File: src/rtl/core/imcc_pkg.sv
// -----------------------------------------------------------------------------
// imcc_pkg
// Types, codes and magic tables for the image magic and PNG chunk checker.
// -----------------------------------------------------------------------------
package imcc_pkg;

  // result codes
  localparam logic [1:0] FMT_NONE   = 2'd0;
  localparam logic [1:0] FMT_PNG    = 2'd1;
  localparam logic [1:0] FMT_JPEG   = 2'd2;
  localparam logic [1:0] FMT_GIF    = 2'd3;

  localparam logic [1:0] V_OK       = 2'd0;
  localparam logic [1:0] V_NOMAGIC  = 2'd1;
  localparam logic [1:0] V_TOOLARGE = 2'd2;
  localparam logic [1:0] V_OVERRUN  = 2'd3;

  localparam int PNG_SIG_LEN  = 8;
  localparam int JPEG_SIG_LEN = 3;
  localparam int GIF_SIG_LEN  = 6;
  localparam int GIF_VER_POS  = 4;
  localparam int HDR_LEN_BYTES = 4;

  localparam int CHUNK_OVERHEAD = 12;
  localparam int HEADER_BYTES   = 8;
  localparam logic [31:0] SKIP_EXTRA = 32'(CHUNK_OVERHEAD - HEADER_BYTES);
  localparam logic [31:0] IEND_TYPE  = 32'h4945_4E44;

  // candidate bit positions
  localparam int CAND_PNG  = 0;
  localparam int CAND_JPEG = 1;
  localparam int CAND_GIF  = 2;

  localparam int OBUF_DEPTH_DEF = 2;

  typedef enum logic [3:0] {
    PH_SIG  = 4'b0001,
    PH_HDR  = 4'b0010,
    PH_SKIP = 4'b0100,
    PH_DONE = 4'b1000
  } phase_t;

  typedef struct packed {
    logic       vld;
    logic [1:0] fmt;
    logic [1:0] verdict;
  } res_t;

  function automatic logic [7:0] png_sig_byte(input logic [2:0] idx);
    logic [7:0] b;
    unique case (idx)
      3'd0: b = 8'h89;
      3'd1: b = 8'h50;
      3'd2: b = 8'h4E;
      3'd3: b = 8'h47;
      3'd4: b = 8'h0D;
      3'd5: b = 8'h0A;
      3'd6: b = 8'h1A;
      3'd7: b = 8'h0A;
      default: b = 8'h00;
    endcase
    return b;
  endfunction

  function automatic logic [7:0] jpeg_sig_byte(input logic [1:0] idx);
    logic [7:0] b;
    unique case (idx)
      2'd0: b = 8'hFF;
      2'd1: b = 8'hD8;
      2'd2: b = 8'hFF;
      default: b = 8'h00;
    endcase
    return b;
  endfunction

  // position 4 is the version digit, handled by the caller
  function automatic logic [7:0] gif_sig_byte(input logic [2:0] idx);
    logic [7:0] b;
    unique case (idx)
      3'd0: b = 8'h47;
      3'd1: b = 8'h49;
      3'd2: b = 8'h46;
      3'd3: b = 8'h38;
      3'd5: b = 8'h61;
      default: b = 8'h00;
    endcase
    return b;
  endfunction

endpackage

File: src/rtl/core/imcc_core.sv
// -----------------------------------------------------------------------------
// imcc_core
// Per-byte state update: magic classification and PNG chunk header walk.
// -----------------------------------------------------------------------------
module imcc_core
  import imcc_pkg::*;
(
  input  logic       clk,
  input  logic       rst_n,
  input  logic       acc,
  input  logic [7:0] data_byte,
  input  logic       final_byte,
  output res_t       res
);

  phase_t      phase_r, phase_nxt;
  logic [2:0]  sig_cnt_r, sig_cnt_nxt;
  logic [2:0]  cand_r, cand_nxt;
  logic [2:0]  hdr_cnt_r, hdr_cnt_nxt;
  logic [31:0] chunk_len_r, chunk_len_nxt;
  logic [31:0] chunk_type_r, chunk_type_nxt;
  logic [31:0] skip_r, skip_nxt;

  logic        png_ok, jpeg_ok, gif_ok;
  logic [2:0]  cand_m;
  logic [31:0] skip_dec;
  res_t        res_c;

  assign skip_dec = skip_r - 32'd1;

  always_comb begin
    png_ok  = (data_byte == png_sig_byte(sig_cnt_r));
    jpeg_ok = (sig_cnt_r < 3'(JPEG_SIG_LEN)) && (data_byte == jpeg_sig_byte(sig_cnt_r[1:0]));
    if (sig_cnt_r == 3'(GIF_VER_POS)) begin
      gif_ok = (data_byte == 8'h37) || (data_byte == 8'h39);
    end else begin
      gif_ok = (sig_cnt_r < 3'(GIF_SIG_LEN)) && (data_byte == gif_sig_byte(sig_cnt_r));
    end
    cand_m = cand_r;
    cand_m[CAND_PNG]  = cand_r[CAND_PNG] & png_ok;
    cand_m[CAND_JPEG] = cand_r[CAND_JPEG] & jpeg_ok;
    cand_m[CAND_GIF]  = cand_r[CAND_GIF] & gif_ok;
  end

  always_comb begin
    phase_nxt      = phase_r;
    sig_cnt_nxt    = sig_cnt_r;
    cand_nxt       = cand_r;
    hdr_cnt_nxt    = hdr_cnt_r;
    chunk_len_nxt  = chunk_len_r;
    chunk_type_nxt = chunk_type_r;
    skip_nxt       = skip_r;
    res_c          = '0;

    unique case (phase_r)
      PH_SIG: begin
        cand_nxt    = cand_m;
        sig_cnt_nxt = sig_cnt_r + 3'd1;
        priority if (cand_m == 3'b000) begin
          res_c = '{vld: 1'b1, fmt: FMT_NONE, verdict: V_NOMAGIC};
        end else if (cand_m[CAND_JPEG] && sig_cnt_r == 3'(JPEG_SIG_LEN - 1)) begin
          res_c = '{vld: 1'b1, fmt: FMT_JPEG, verdict: V_OK};
        end else if (cand_m[CAND_GIF] && sig_cnt_r == 3'(GIF_SIG_LEN - 1)) begin
          res_c = '{vld: 1'b1, fmt: FMT_GIF, verdict: V_OK};
        end else if (cand_m[CAND_PNG] && sig_cnt_r == 3'(PNG_SIG_LEN - 1)) begin
          phase_nxt   = PH_HDR;
          hdr_cnt_nxt = 3'd0;
          if (final_byte) begin
            res_c = '{vld: 1'b1, fmt: FMT_PNG, verdict: V_OK};
          end
        end else if (final_byte) begin
          res_c = '{vld: 1'b1, fmt: FMT_NONE, verdict: V_NOMAGIC};
        end
      end
      PH_HDR: begin
        if (hdr_cnt_r < 3'(HDR_LEN_BYTES)) begin
          chunk_len_nxt = {chunk_len_r[23:0], data_byte};
        end else begin
          chunk_type_nxt = {chunk_type_r[23:0], data_byte};
        end
        hdr_cnt_nxt = hdr_cnt_r + 3'd1;
        if (hdr_cnt_r != 3'(HEADER_BYTES - 1)) begin
          // file ending inside a header is let through
          if (final_byte) begin
            res_c = '{vld: 1'b1, fmt: FMT_PNG, verdict: V_OK};
          end
        end else if (chunk_len_r[31]) begin
          res_c = '{vld: 1'b1, fmt: FMT_PNG, verdict: V_TOOLARGE};
        end else if (final_byte) begin
          res_c = '{vld: 1'b1, fmt: FMT_PNG, verdict: V_OVERRUN};
        end else begin
          skip_nxt  = chunk_len_r + SKIP_EXTRA;
          phase_nxt = PH_SKIP;
        end
      end
      PH_SKIP: begin
        skip_nxt = skip_dec;
        if (skip_dec == 32'd0) begin
          if (chunk_type_r == IEND_TYPE || final_byte) begin
            res_c = '{vld: 1'b1, fmt: FMT_PNG, verdict: V_OK};
          end else begin
            phase_nxt      = PH_HDR;
            hdr_cnt_nxt    = 3'd0;
            chunk_len_nxt  = 32'd0;
            chunk_type_nxt = 32'd0;
          end
        end else if (final_byte) begin
          res_c = '{vld: 1'b1, fmt: FMT_PNG, verdict: V_OVERRUN};
        end
      end
      PH_DONE: begin
        // swallow bytes until the last one
      end
      default: begin
        phase_nxt = PH_DONE;
      end
    endcase

    if (res_c.vld) begin
      phase_nxt = PH_DONE;
    end
  end

  assign res = '{vld: acc & res_c.vld, fmt: res_c.fmt, verdict: res_c.verdict};

  always_ff @(posedge clk) begin
    if (!rst_n || (acc && final_byte)) begin
      phase_r      <= PH_SIG;
      sig_cnt_r    <= 3'd0;
      cand_r       <= 3'b111;
      hdr_cnt_r    <= 3'd0;
      chunk_len_r  <= 32'd0;
      chunk_type_r <= 32'd0;
      skip_r       <= 32'd0;
    end else if (acc) begin
      phase_r      <= phase_nxt;
      sig_cnt_r    <= sig_cnt_nxt;
      cand_r       <= cand_nxt;
      hdr_cnt_r    <= hdr_cnt_nxt;
      chunk_len_r  <= chunk_len_nxt;
      chunk_type_r <= chunk_type_nxt;
      skip_r       <= skip_nxt;
    end
  end

endmodule

File: config.mk
export PLATFORM = sky130hd
export DESIGN_NAME = imcc_core
export DESIGN_NICKNAME = d
export VERILOG_FILES = /design/src/rtl/core/imcc_pkg.sv /design/src/rtl/core/imcc_core.sv
export SDC_FILE = /design/constraint.sdc
export NUM_CORES = 1
export LEC_CHECK = 0
export ABC_AREA = 1
export ABC_CLOCK_PERIOD_IN_PS = 4300
export BUFFER_PORTS_ARGS = -buffer_cell sky130_fd_sc_hd__buf_2
export CORE_MARGIN = 10
export CORE_UTILIZATION = 36
export CTS_BUF_LIST = sky130_fd_sc_hd__clkbuf_8
export DETAILED_ROUTE_END_ITERATION = 12
export SYNTH_ARGS = -nofsm -noshare
export SYNTH_HDL_FRONTEND = slang
export SYNTH_SLANG_ARGS = --single-unit
File: constraint.sdc
create_clock -name clk -period 4.3 [get_ports clk]
set_input_delay 0.43 -clock clk [delete_from_list [all_inputs] [get_ports clk]]
set_output_delay 0.43 -clock clk [all_outputs]
set_load 0.02 [all_outputs]
==> flow_summary_export.csv, run 1 <==
group,metric,value,unit
run_status,outcome,"finished clean",
route,drc_errors,0,
synthesis,synthAdderAreaFrac,0.0262,
final_layout,final_area,0.00832,mm2
clock_network,root_buffer,"clkbuf_8",
sta,hold-worst-slack,337,ps
synthesis,netlist_area,0.00764,mm2
route,vias,7635,
sta,setup_viol,0,
global_routing,grt_max_degree,64,
sta,tns,0,ps
clock_network,path_clk_slew,80,ps
setup_path,worstPathMaxFanout,6,
global_routing,grt_remaining_overflow,0,
synthesis,yosysSeqAreaShare,0.304,
synthesis,ys_seq_elements,116,
power,finalPower,2940,uW
worst_hold_path,hold_class,"in -> reg",
setup_path,worstPathArrival,3180,ps
clock_network,cts_resized,0,
clock_network,cts_tree,"done",
sta,fmax,277,MHz
synthesis,synth-xor-area-share,0.0218,
route,antenna_left,0,
setup_path,path_cells,"inv_1 > ha_1 > nand2_1 > nor2_2 > nand3_1 > nand2_1 > nand2_1 > nor2_1 > nand2_1 > nor3_1 > nand3_2 > nand2_1 > nand2_1 > nand3_1 > nand2_1 > inv_1 > buf_2",
setup_path,startpoint_type,"flop",
global_routing,grt_pass1_wl,34.9,mm
sta,skew,16.5,ps
synthesis,synth-edff-count,0,
clock_network,cts_hold_buf,0,
global_routing,antenna_found_initial,0,
route,drt_iter0_drc,487,
sta,fin_crit,3610,ps
place,post-dp-hpwl,15.1,mm
setup_path,critPathBufInv,3,
synthesis,synth_compound_area_frac,0.154,
sta,finalMaxSlewViolations,0,
final_layout,n_antenna_cell,0,
clock_network,post-cts-setup-buffers,0,
route,first_pass_iters,5,
die,die_h,166,um
synthesis,synth_ff_type,"dfxtp_1",
clock_network,cts.sink_count,116,
global_routing,grt_pass1_vias,7002,
synthesis,syn-instance-count,1229,
place,portBuffers,16,
final_layout,nets,1254,
sta,hold_violations,0,
die,pin_count,17,
sta,relSlewSlack,0.455,
synthesis,yosysWarnings,0,
final_layout,syn2layout_area_growth,8.98,%
synthesis,synth.avg_cell_area,6.21,um2
route,routedWlPerCell,13.8,um
synthesis,synthArstFlopShare,0,
die,rows,53,
final_layout,drive_above_1_share,0.0888,
global_routing,grt_usage,0.149,
die,start_util,0.364,
synthesis,synthDistinctLibCells,39,
die,core-area,0.0210,mm2
synthesis,yosys.area_share.simple,0.374,
sta,rsz0062_at_grt,"false",
setup_path,cp_common_cell,"nand2_1",
place,dpl_cell_area,0.00793,mm2
synthesis,synth_mux_area_frac,0,
clock_network,cts_buffers,17,
power,power_density,354,mW/mm2
setup_path,crit_type,"reg -> out",
power,p_leak,0.00366,uW
clock_network,h-tree-depth,4,
setup_path,critPathTopFamily,"simple AND/OR/NAND/NOR gates",
clock_network,clockBufferDepth,2,
power,irDropWorstVdd,0.164,mV
setup_path,critPathSlowestCell,"dfxtp_1",
die,die_w,166,um
sta,tightest_slew,817,ps
setup_path,required,3870,ps
synthesis,synth_top_family_by_area,"simple AND/OR/NAND/NOR gates",
sta,final.period_utilization,0.839,
place,gp_congestion,0.925,
route,viasPerCell,5.04,
route,routed_wl,20.9,mm
die,dieArea,0.0274,mm2
clock_network,worstSkewPairLatency,470,ps
flow_run,cap_violations,0,
synthesis,syn-num-nets,1257,
setup_path,endpoint_kind,"primary output",
setup_path,max_stage_delay,320,ps
[report_power, final]
part           switching [uW]  leakage (uW)  total, uW  internal [uW]
registers                45.0      0.000938       1170           1130
logic                     493       0.00252        722            229
clock network             564      0.000201       1050            485
[stage by stage]
| stage | setup slack (ps) | cells | utilization |
|---|---|---|---|
| finish | 691 | 1514 | 0.397 |
| detailed placement | 860 | 1482 | 0.378 |
| CTS | 711 | 1514 | 0.397 |
| floorplan | 1720 | 1229 | - |
| global placement | 926 | 1482 | 0.378 |
| global route | 401 | 1514 | 0.397 |
[registers in the layout, summed over array words and instances, names as in the netlist, named ones only]
signal,cells
sig_cnt_r,3
phase_r,4
cand_r,3
chunk_len_r,32
chunk_type_r,32
hdr_cnt_r,3
skip_r,32
[cell families (layout without fill, tap and decap cells)]
logic type / after synthesis / count (layout)
AOI/OAI and AO/OA: 210 / 210
adders and majority gates: 16 / 16
buffers and inverters: 233 / 243
DFF: 116 / 116
xor gates and xnor gates: 19 / 19
and+or+nand+nor: 635 / 635
[worst paths after layout]
path                      to  slack [ps]  cells past startpoint       startpoint
max                   res[4]         690                     17        skip_r[0]
min                     flop         340                      4            rst_n
max reg2reg  chunk_len_r[30]         770                     18        skip_r[0]
min reg2reg  chunk_type_r[3]         470                      2  chunk_type_r[3]
[placed cells by master (no fill, tap or decap), types with 9 or more instances in the layout]
cell,count
buf_2,16
dfxtp_1,116
ha_1,16
nor2_2,9
a21oi_1,88
a211oi_1,10
nand4_1,31
inv_1,184
o21ai_0,62
nor3_1,22
xor2_1,13
nand2_1,291
nor2_1,164
clkbuf_8,17
a31oi_1,10
nor3_2,22
nor4_1,12
nand3_1,63
o211ai_1,20
[area by class of cell]
type | count | area [um2]
fill | 2312 | 12600
timing repair buffer | 24 | 140
clock inverter | 15 | 158
inverter | 187 | 702
clock buffer | 17 | 234
multi-input combinational | 880 | 4420
sequential | 116 | 2320
tap | 275 | 344
[routing by layer]
| layer | wire (um) | vias to the layer above | track usage |
|---|---|---|---|
| met5 | 0 | - | 0 |
| met4 | 283 | 0 | 0.0408 |
| met3 | 1090 | 23 | 0.0279 |
| met2 | 9600 | 193 | 0.240 |
| met1 | 9910 | 3442 | 0.197 |
| li1 | - | 3977 | - |
[synth_stat cells, drive strengths merged (13+ instances only)]
cell type | instances | area [um2]
nor2 | 179 | 739
a21oi | 88 | 440
dfxtp | 116 | 2320
clkbuf | 32 | 120
o211ai | 20 | 150
xor2 | 13 | 114
nor4 | 13 | 87.6
inv | 186 | 698
ha | 16 | 200
nand3 | 65 | 330
o21ai | 71 | 359
nand4 | 31 | 194
buf | 14 | 93.8
nor3 | 44 | 330
nand2 | 296 | 1120
[worst register-to-register path: stages (launching register included)]
cell	delay, ps
dfxtp_1	320
inv_1	170
ha_1	310
nand2_1	120
nor2_2	150
nand3_1	170
nand2_1	90
nand2_1	70
nor2_1	100
nand2_1	60
nor3_1	310
nand3_2	200
nand2_2	120
nand2_2	80
nor2_4	290
nand2_2	270
buf_4	320
o21ai_0	200
a21oi_1	60
No activity file was read; power rests on OpenSTA's default activity.
==> run 2, diff against run 1 <==
Settings changed: ABC_CLOCK_PERIOD_IN_PS 4300 to 3780.
Clock period 4.3 ns to 3.78 ns, I/O delays scaled along.
==> flow_summary_export.csv, run 2 (synthesis gave the netlist of run 1 again) <==
group,metric,value,unit
clock_network,path_clk_slew,90,ps
setup_path,worstPathMaxFanout,6,
final_layout,drive_above_1_share,0.0918,
run_status,outcome,"finished clean",
place,numPlacedInstances,1485,
setup_path,required,3400,ps
place,post-dp-hpwl,15.7,mm
die,rows,53,
power,pwr-share-comb,0.246,
sta,rsz0062_at_grt,"false",
power,sequentialPowerShare,0.395,
sta,skew,20.0,ps
sta,tightest_slew,848,ps
global_routing,grt_remaining_overflow,0,
global_routing,antenna_found_initial,0,
setup_path,worstPathArrival,3060,ps
worst_hold_path,hold_class,"in -> reg",
clock_network,root_buffer,"clkbuf_8",
final_layout,fill_cells,2349,
setup_path,critPathTopFamily,"simple AND/OR/NAND/NOR gates",
sta,final.period_utilization,0.911,
final_layout,n_antenna_cell,0,
power,finalPower,3380,uW
clock_network,cts_hold_buf,0,
sta,setup_viol,0,
setup_path,critPathBufInv,3,
setup_path,max_stage_delay,330,ps
global_routing,grt_pass1_vias,7323,
die,pin_count,17,
power,sw_frac_of_total,0.365,
sta,relSlewSlack,0.431,
flow_run,cap_violations,0,
setup_path,crit_type,"reg -> out",
sta,finalMaxSlewViolations,0,
clock_network,cts_tree,"done",
place,gp_congestion,0.906,
sta,fin_crit,3440,ps
sta,fmax,291,MHz
route,drc_errors,0,
setup_path,path_cells,"inv_1 > ha_2 > nand2_1 > nor2_2 > nand2_1 > nor2_1 > nand2_1 > nand2_1 > nand2_1 > nor2_1 > nand2_1 > nor2_1 > nand3_2 > nand2_1 > nand2_1 > nand3_1 > nand2_1 > inv_1 > buf_2",
clock_network,clockBufferDepth,2,
route,routed_wl,21.6,mm
route,routedWlPerCell,14.3,um
clock_network,h-tree-depth,4,
power,p_clk_frac,0.360,
die,die_h,166,um
route,first_pass_iters,5,
setup_path,endpoint_kind,"primary output",
final_layout,final_cell_mix,"nand2_1 (291), inv_1 (185), nor2_1 (164)",
setup_path,cp_common_cell,"nand2_1",
setup_path,startpoint_type,"flop",
final_layout,nets,1257,
global_routing,grt_pass1_wl,36.3,mm
die,dieArea,0.0274,mm2
clock_network,cts.sink_count,116,
power,p_leak,0.00368,uW
setup_path,critPathSlowestCell,"dfxtp_1",
die,die_w,166,um
route,antenna_left,0,
power,power.internal,2150,uW
clock_network,post-cts-setup-buffers,0,
final_layout,syn2layout_area_growth,9.47,%
clock_network,cts_buffers,17,
sta,hold_violations,0,
clock_network,worstSkewPairLatency,470,ps
sta,tns,0,ps
die,start_util,0.364,
clock_network,cts_resized,0,
route,drt_iter0_drc,519,
final_layout,final_cell_count_no_fill,1517,
final_layout,layout_commonest_cell,"nand2_1",
place,portBuffers,16,
route,vias,7642,
global_routing,grt_max_degree,64,
die,core-area,0.0210,mm2
power,irDropWorstVdd,0.260,mV
power,power_density,405,mW/mm2
global_routing,grt_usage,0.155,
route,viasPerCell,5.04,
power,power.switching,1230,uW
final_layout,reg_top3,"chunk_len_r: 32 flops, chunk_type_r: 32 flops, skip_r: 32 flops",
-- run 2: cell types whose count changed in the layout (fill, tap and decap cells not counted), sizes merged --
cell and change:
buf +3, inv -3, bufinv +1, clkinv +1, clkinvlp +1
-- run 2: per-layer routing --
metal	routed length [um]	vias to the layer above	track usage
li1	-	3979	-
met1	10400	3501	0.202
met2	10000	142	0.252
met3	1020	20	0.0336
met4	205	0	0.0393
met5	0	-	0
-- run 2: worst register-to-register path: cells and delay by family, from the launching register on --
kind                     cells  cell delay [ps]
AND/OR/NAND/NOR             15             1750
AO/OA/AOI/OAI                2              350
adder cells (fa/ha/maj)      1              270
buffers and inverters        2              450
flip-flops                   1              330
-- run 2: layout make-up --
cell class	count	area (um2)	area share
tap	275	344	0.0412
clock buffer	17	234	0.0280
timing repair buffer	27	163	0.0195
sequential	116	2320	0.278
multi-input combinational	880	4430	0.530
clock inverter	15	166	0.0199
inverter	187	702	0.0840
-- run 2: path summary, 6_finish.rpt --
path         cells past startpoint                to            start  slack (ps)
min                              3      sig_cnt_r[0]            rst_n         230
max                             19            res[4]        skip_r[0]         340
min reg2reg                      2   chunk_type_r[4]  chunk_type_r[4]         470
max reg2reg                     20  chunk_type_r[15]        skip_r[0]         490
-- run 2: power by group through the flow --
stage,combinational (uW),sequential (uW),clock (uW)
floorplan,635,1350,0
CTS,825,1330,1240
global placement,817,1360,0
detailed placement,820,1360,0
finish,831,1330,1220
global route,945,1340,1300
-- run 2: through the flow --
step | util | hold WS [ps] | instance area [um2] | setup WS, ps
2_1_floorplan | - | 437 | 7640 | 1200
3_3_place_gp | 0.380 | 457 | 7950 | 512
3_5_place_dp | 0.380 | 462 | 7950 | 434
4_1_cts | 0.399 | 213 | 8350 | 235
5_1_grt | 0.399 | 210 | 8360 | 12.5
6_report | 0.399 | 230 | 8360 | 338
==> run 3, diff against run 2 <==
Settings changed: CORE_MARGIN 10 to 2, GPL_TIMING_DRIVEN set to 0, SKIP_LAST_GASP set to 1.
==> flow_summary_export.csv, run 3 (synthesis gave the netlist of run 1 again) <==
group,metric,value,unit
run_status,outcome,"finished clean",
setup_path,reg2reg_slack,650,ps
place,post-dp-hpwl,17.9,mm
final_layout,nets,1291,
global_routing,grt_usage,0.215,
setup_path,required,3400,ps
route,drt_iter0_drc,609,
setup_path,startpoint_type,"flop",
sta,skew,14.8,ps
global_routing,grt_max_degree,17,
final_layout,final_cell_mix,"nand2_1 (291), inv_1 (186), nor2_1 (162)",
sta,final.period_utilization,0.894,
clock_network,clockBufferDepth,2,
sta,fin_crit,3380,ps
setup_path,critPathSlowestCell,"dfxtp_2",
setup_path,worstPathMaxFanout,7,
power,power_density,400,mW/mm2
final_layout,reg_top3,"chunk_len_r: 32 flops, chunk_type_r: 32 flops, skip_r: 32 flops",
sta,relSlewSlack,0.430,
clock_network,cts_resized,0,
route,routed_wl,23.0,mm
setup_path,cp_common_cell,"nand2_1",
die,rows,53,
route,antenna_left,0,
worst_hold_path,hold_class,"in -> reg",
route,vias,7871,
setup_path,critPathTopFamily,"simple AND/OR/NAND/NOR gates",
final_layout,fill_cells,2294,
clock_network,post-cts-setup-buffers,0,
clock_network,cts.sink_count,116,
sta,setup_viol,0,
final_layout,drive_above_1_share,0.0909,
route,drc_errors,0,
setup_path,crit_type,"reg -> out",
sta,hold_violations,0,
clock_network,root_buffer,"clkbuf_8",
final_layout,final_cell_count_no_fill,1551,
setup_path,critPathBufInv,3,
setup_path,endpoint_kind,"primary output",
die,pin_count,17,
setup_path,path_cells,"inv_1 > ha_1 > nand2_1 > nand3_1 > nand2_1 > nor2_1 > nor2_1 > nand3_1 > nand2_1 > nand2_1 > nand2_1 > nand2_1 > o21ai_2 > nand3_1 > nand2_1 > inv_1 > buf_2",
die,dieArea,0.0224,mm2
die,start_util,0.366,
power,irDropWorstVdd,0.197,mV
final_layout,layout_commonest_cell,"nand2_1",
clock_network,cts_tree,"done",
sta,fmax,296,MHz
final_layout,n_antenna_cell,0,
die,die_w,150,um
global_routing,antenna_found_initial,0,
global_routing,grt_remaining_overflow,0,
place,numPlacedInstances,1519,
global_routing,grt_pass1_vias,7381,
die,core-area,0.0209,mm2
clock_network,worstSkewPairLatency,460,ps
sta,rsz0062_at_grt,"false",
clock_network,cts_buffers,17,
sta,tightest_slew,848,ps
route,viasPerCell,5.07,
clock_network,cts_hold_buf,0,
final_layout,syn2layout_area_growth,11.1,%
sta,tns,0,ps
clock_network,path_clk_slew,80,ps
flow_run,cap_violations,0,
power,p_leak,0.00371,uW
global_routing,grt_pass1_wl,37.9,mm
sta,finalMaxSlewViolations,0,
place,gp_congestion,0.957,
setup_path,worstPathArrival,3000,ps
route,routedWlPerCell,14.8,um
setup_path,max_stage_delay,410,ps
clock_network,h-tree-depth,4,
route,first_pass_iters,5,
die,die_h,150,um
place,portBuffers,15,
[run 3: cell count changes in the layout (fill, tap and decap cells not counted), sizes merged]
| cell | delta |
|---|---|
| clkbuf | +32 |
| inv | -7 |
| clkinv | +3 |
| clkinvlp | +3 |
| buf | +2 |
| bufinv | +1 |
[run 3: layout make-up]
cell class	count	area [um2]	share of cell area
multi-input combinational	880	4420	0.521
sequential	116	2320	0.274
inverter	187	702	0.0828
tap	275	344	0.0406
clock buffer	17	234	0.0276
buffer	46	214	0.0252
clock inverter	15	168	0.0198
timing repair buffer	15	75.1	0.00885
[run 3: worst paths after layout]
kind,to,from,cells past startpoint
max,res[4],sig_cnt_r[0],17
min,phase_r[0],acc,4
max reg2reg,chunk_len_r[29],skip_r[1],20
min reg2reg,chunk_len_r[1],chunk_len_r[1],2
[run 3: stage by stage]
| step | hold slack, ps | instance area, um2 | setup WS [ps] | power, uW | utilization |
|---|---|---|---|---|---|
| after floorplan | 437 | 7640 | 1200 | 1980 | - |
| after global placement | 455 | 8060 | 361 | 2190 | 0.386 |
| after detailed placement | 461 | 8060 | 354 | 2200 | 0.386 |
| after CTS | 276 | 8460 | 104 | 3400 | 0.405 |
| after global routing | 321 | 8480 | 56.3 | 3600 | 0.406 |
| final | 292 | 8480 | 401 | 3390 | 0.406 |
[run 3: worst min-delay path, cell delays in order]
cell     delay [ps]
buf_2           110
nand2_1          90
o21ai_0          90
nand2_1          50
[run 3: where the power goes]
part | leakage (uW) | total (uW) | internal [uW] | switching [uW]
clock network | 0.000196 | 1200 | 643 | 559
registers | 0.000939 | 1330 | 1280 | 49.8
logic | 0.00257 | 856 | 271 | 585
[run 3: routing by layer]
metal	wire length [um]	share of wire	track usage	vias up
met3	1210	0.053	0.0412	31
met2	10700	0.46	0.348	214
met4	473	0.021	0.0679	0
met5	0	0	0	-
li1	-	-	-	4038
met1	10600	0.46	0.290	3588
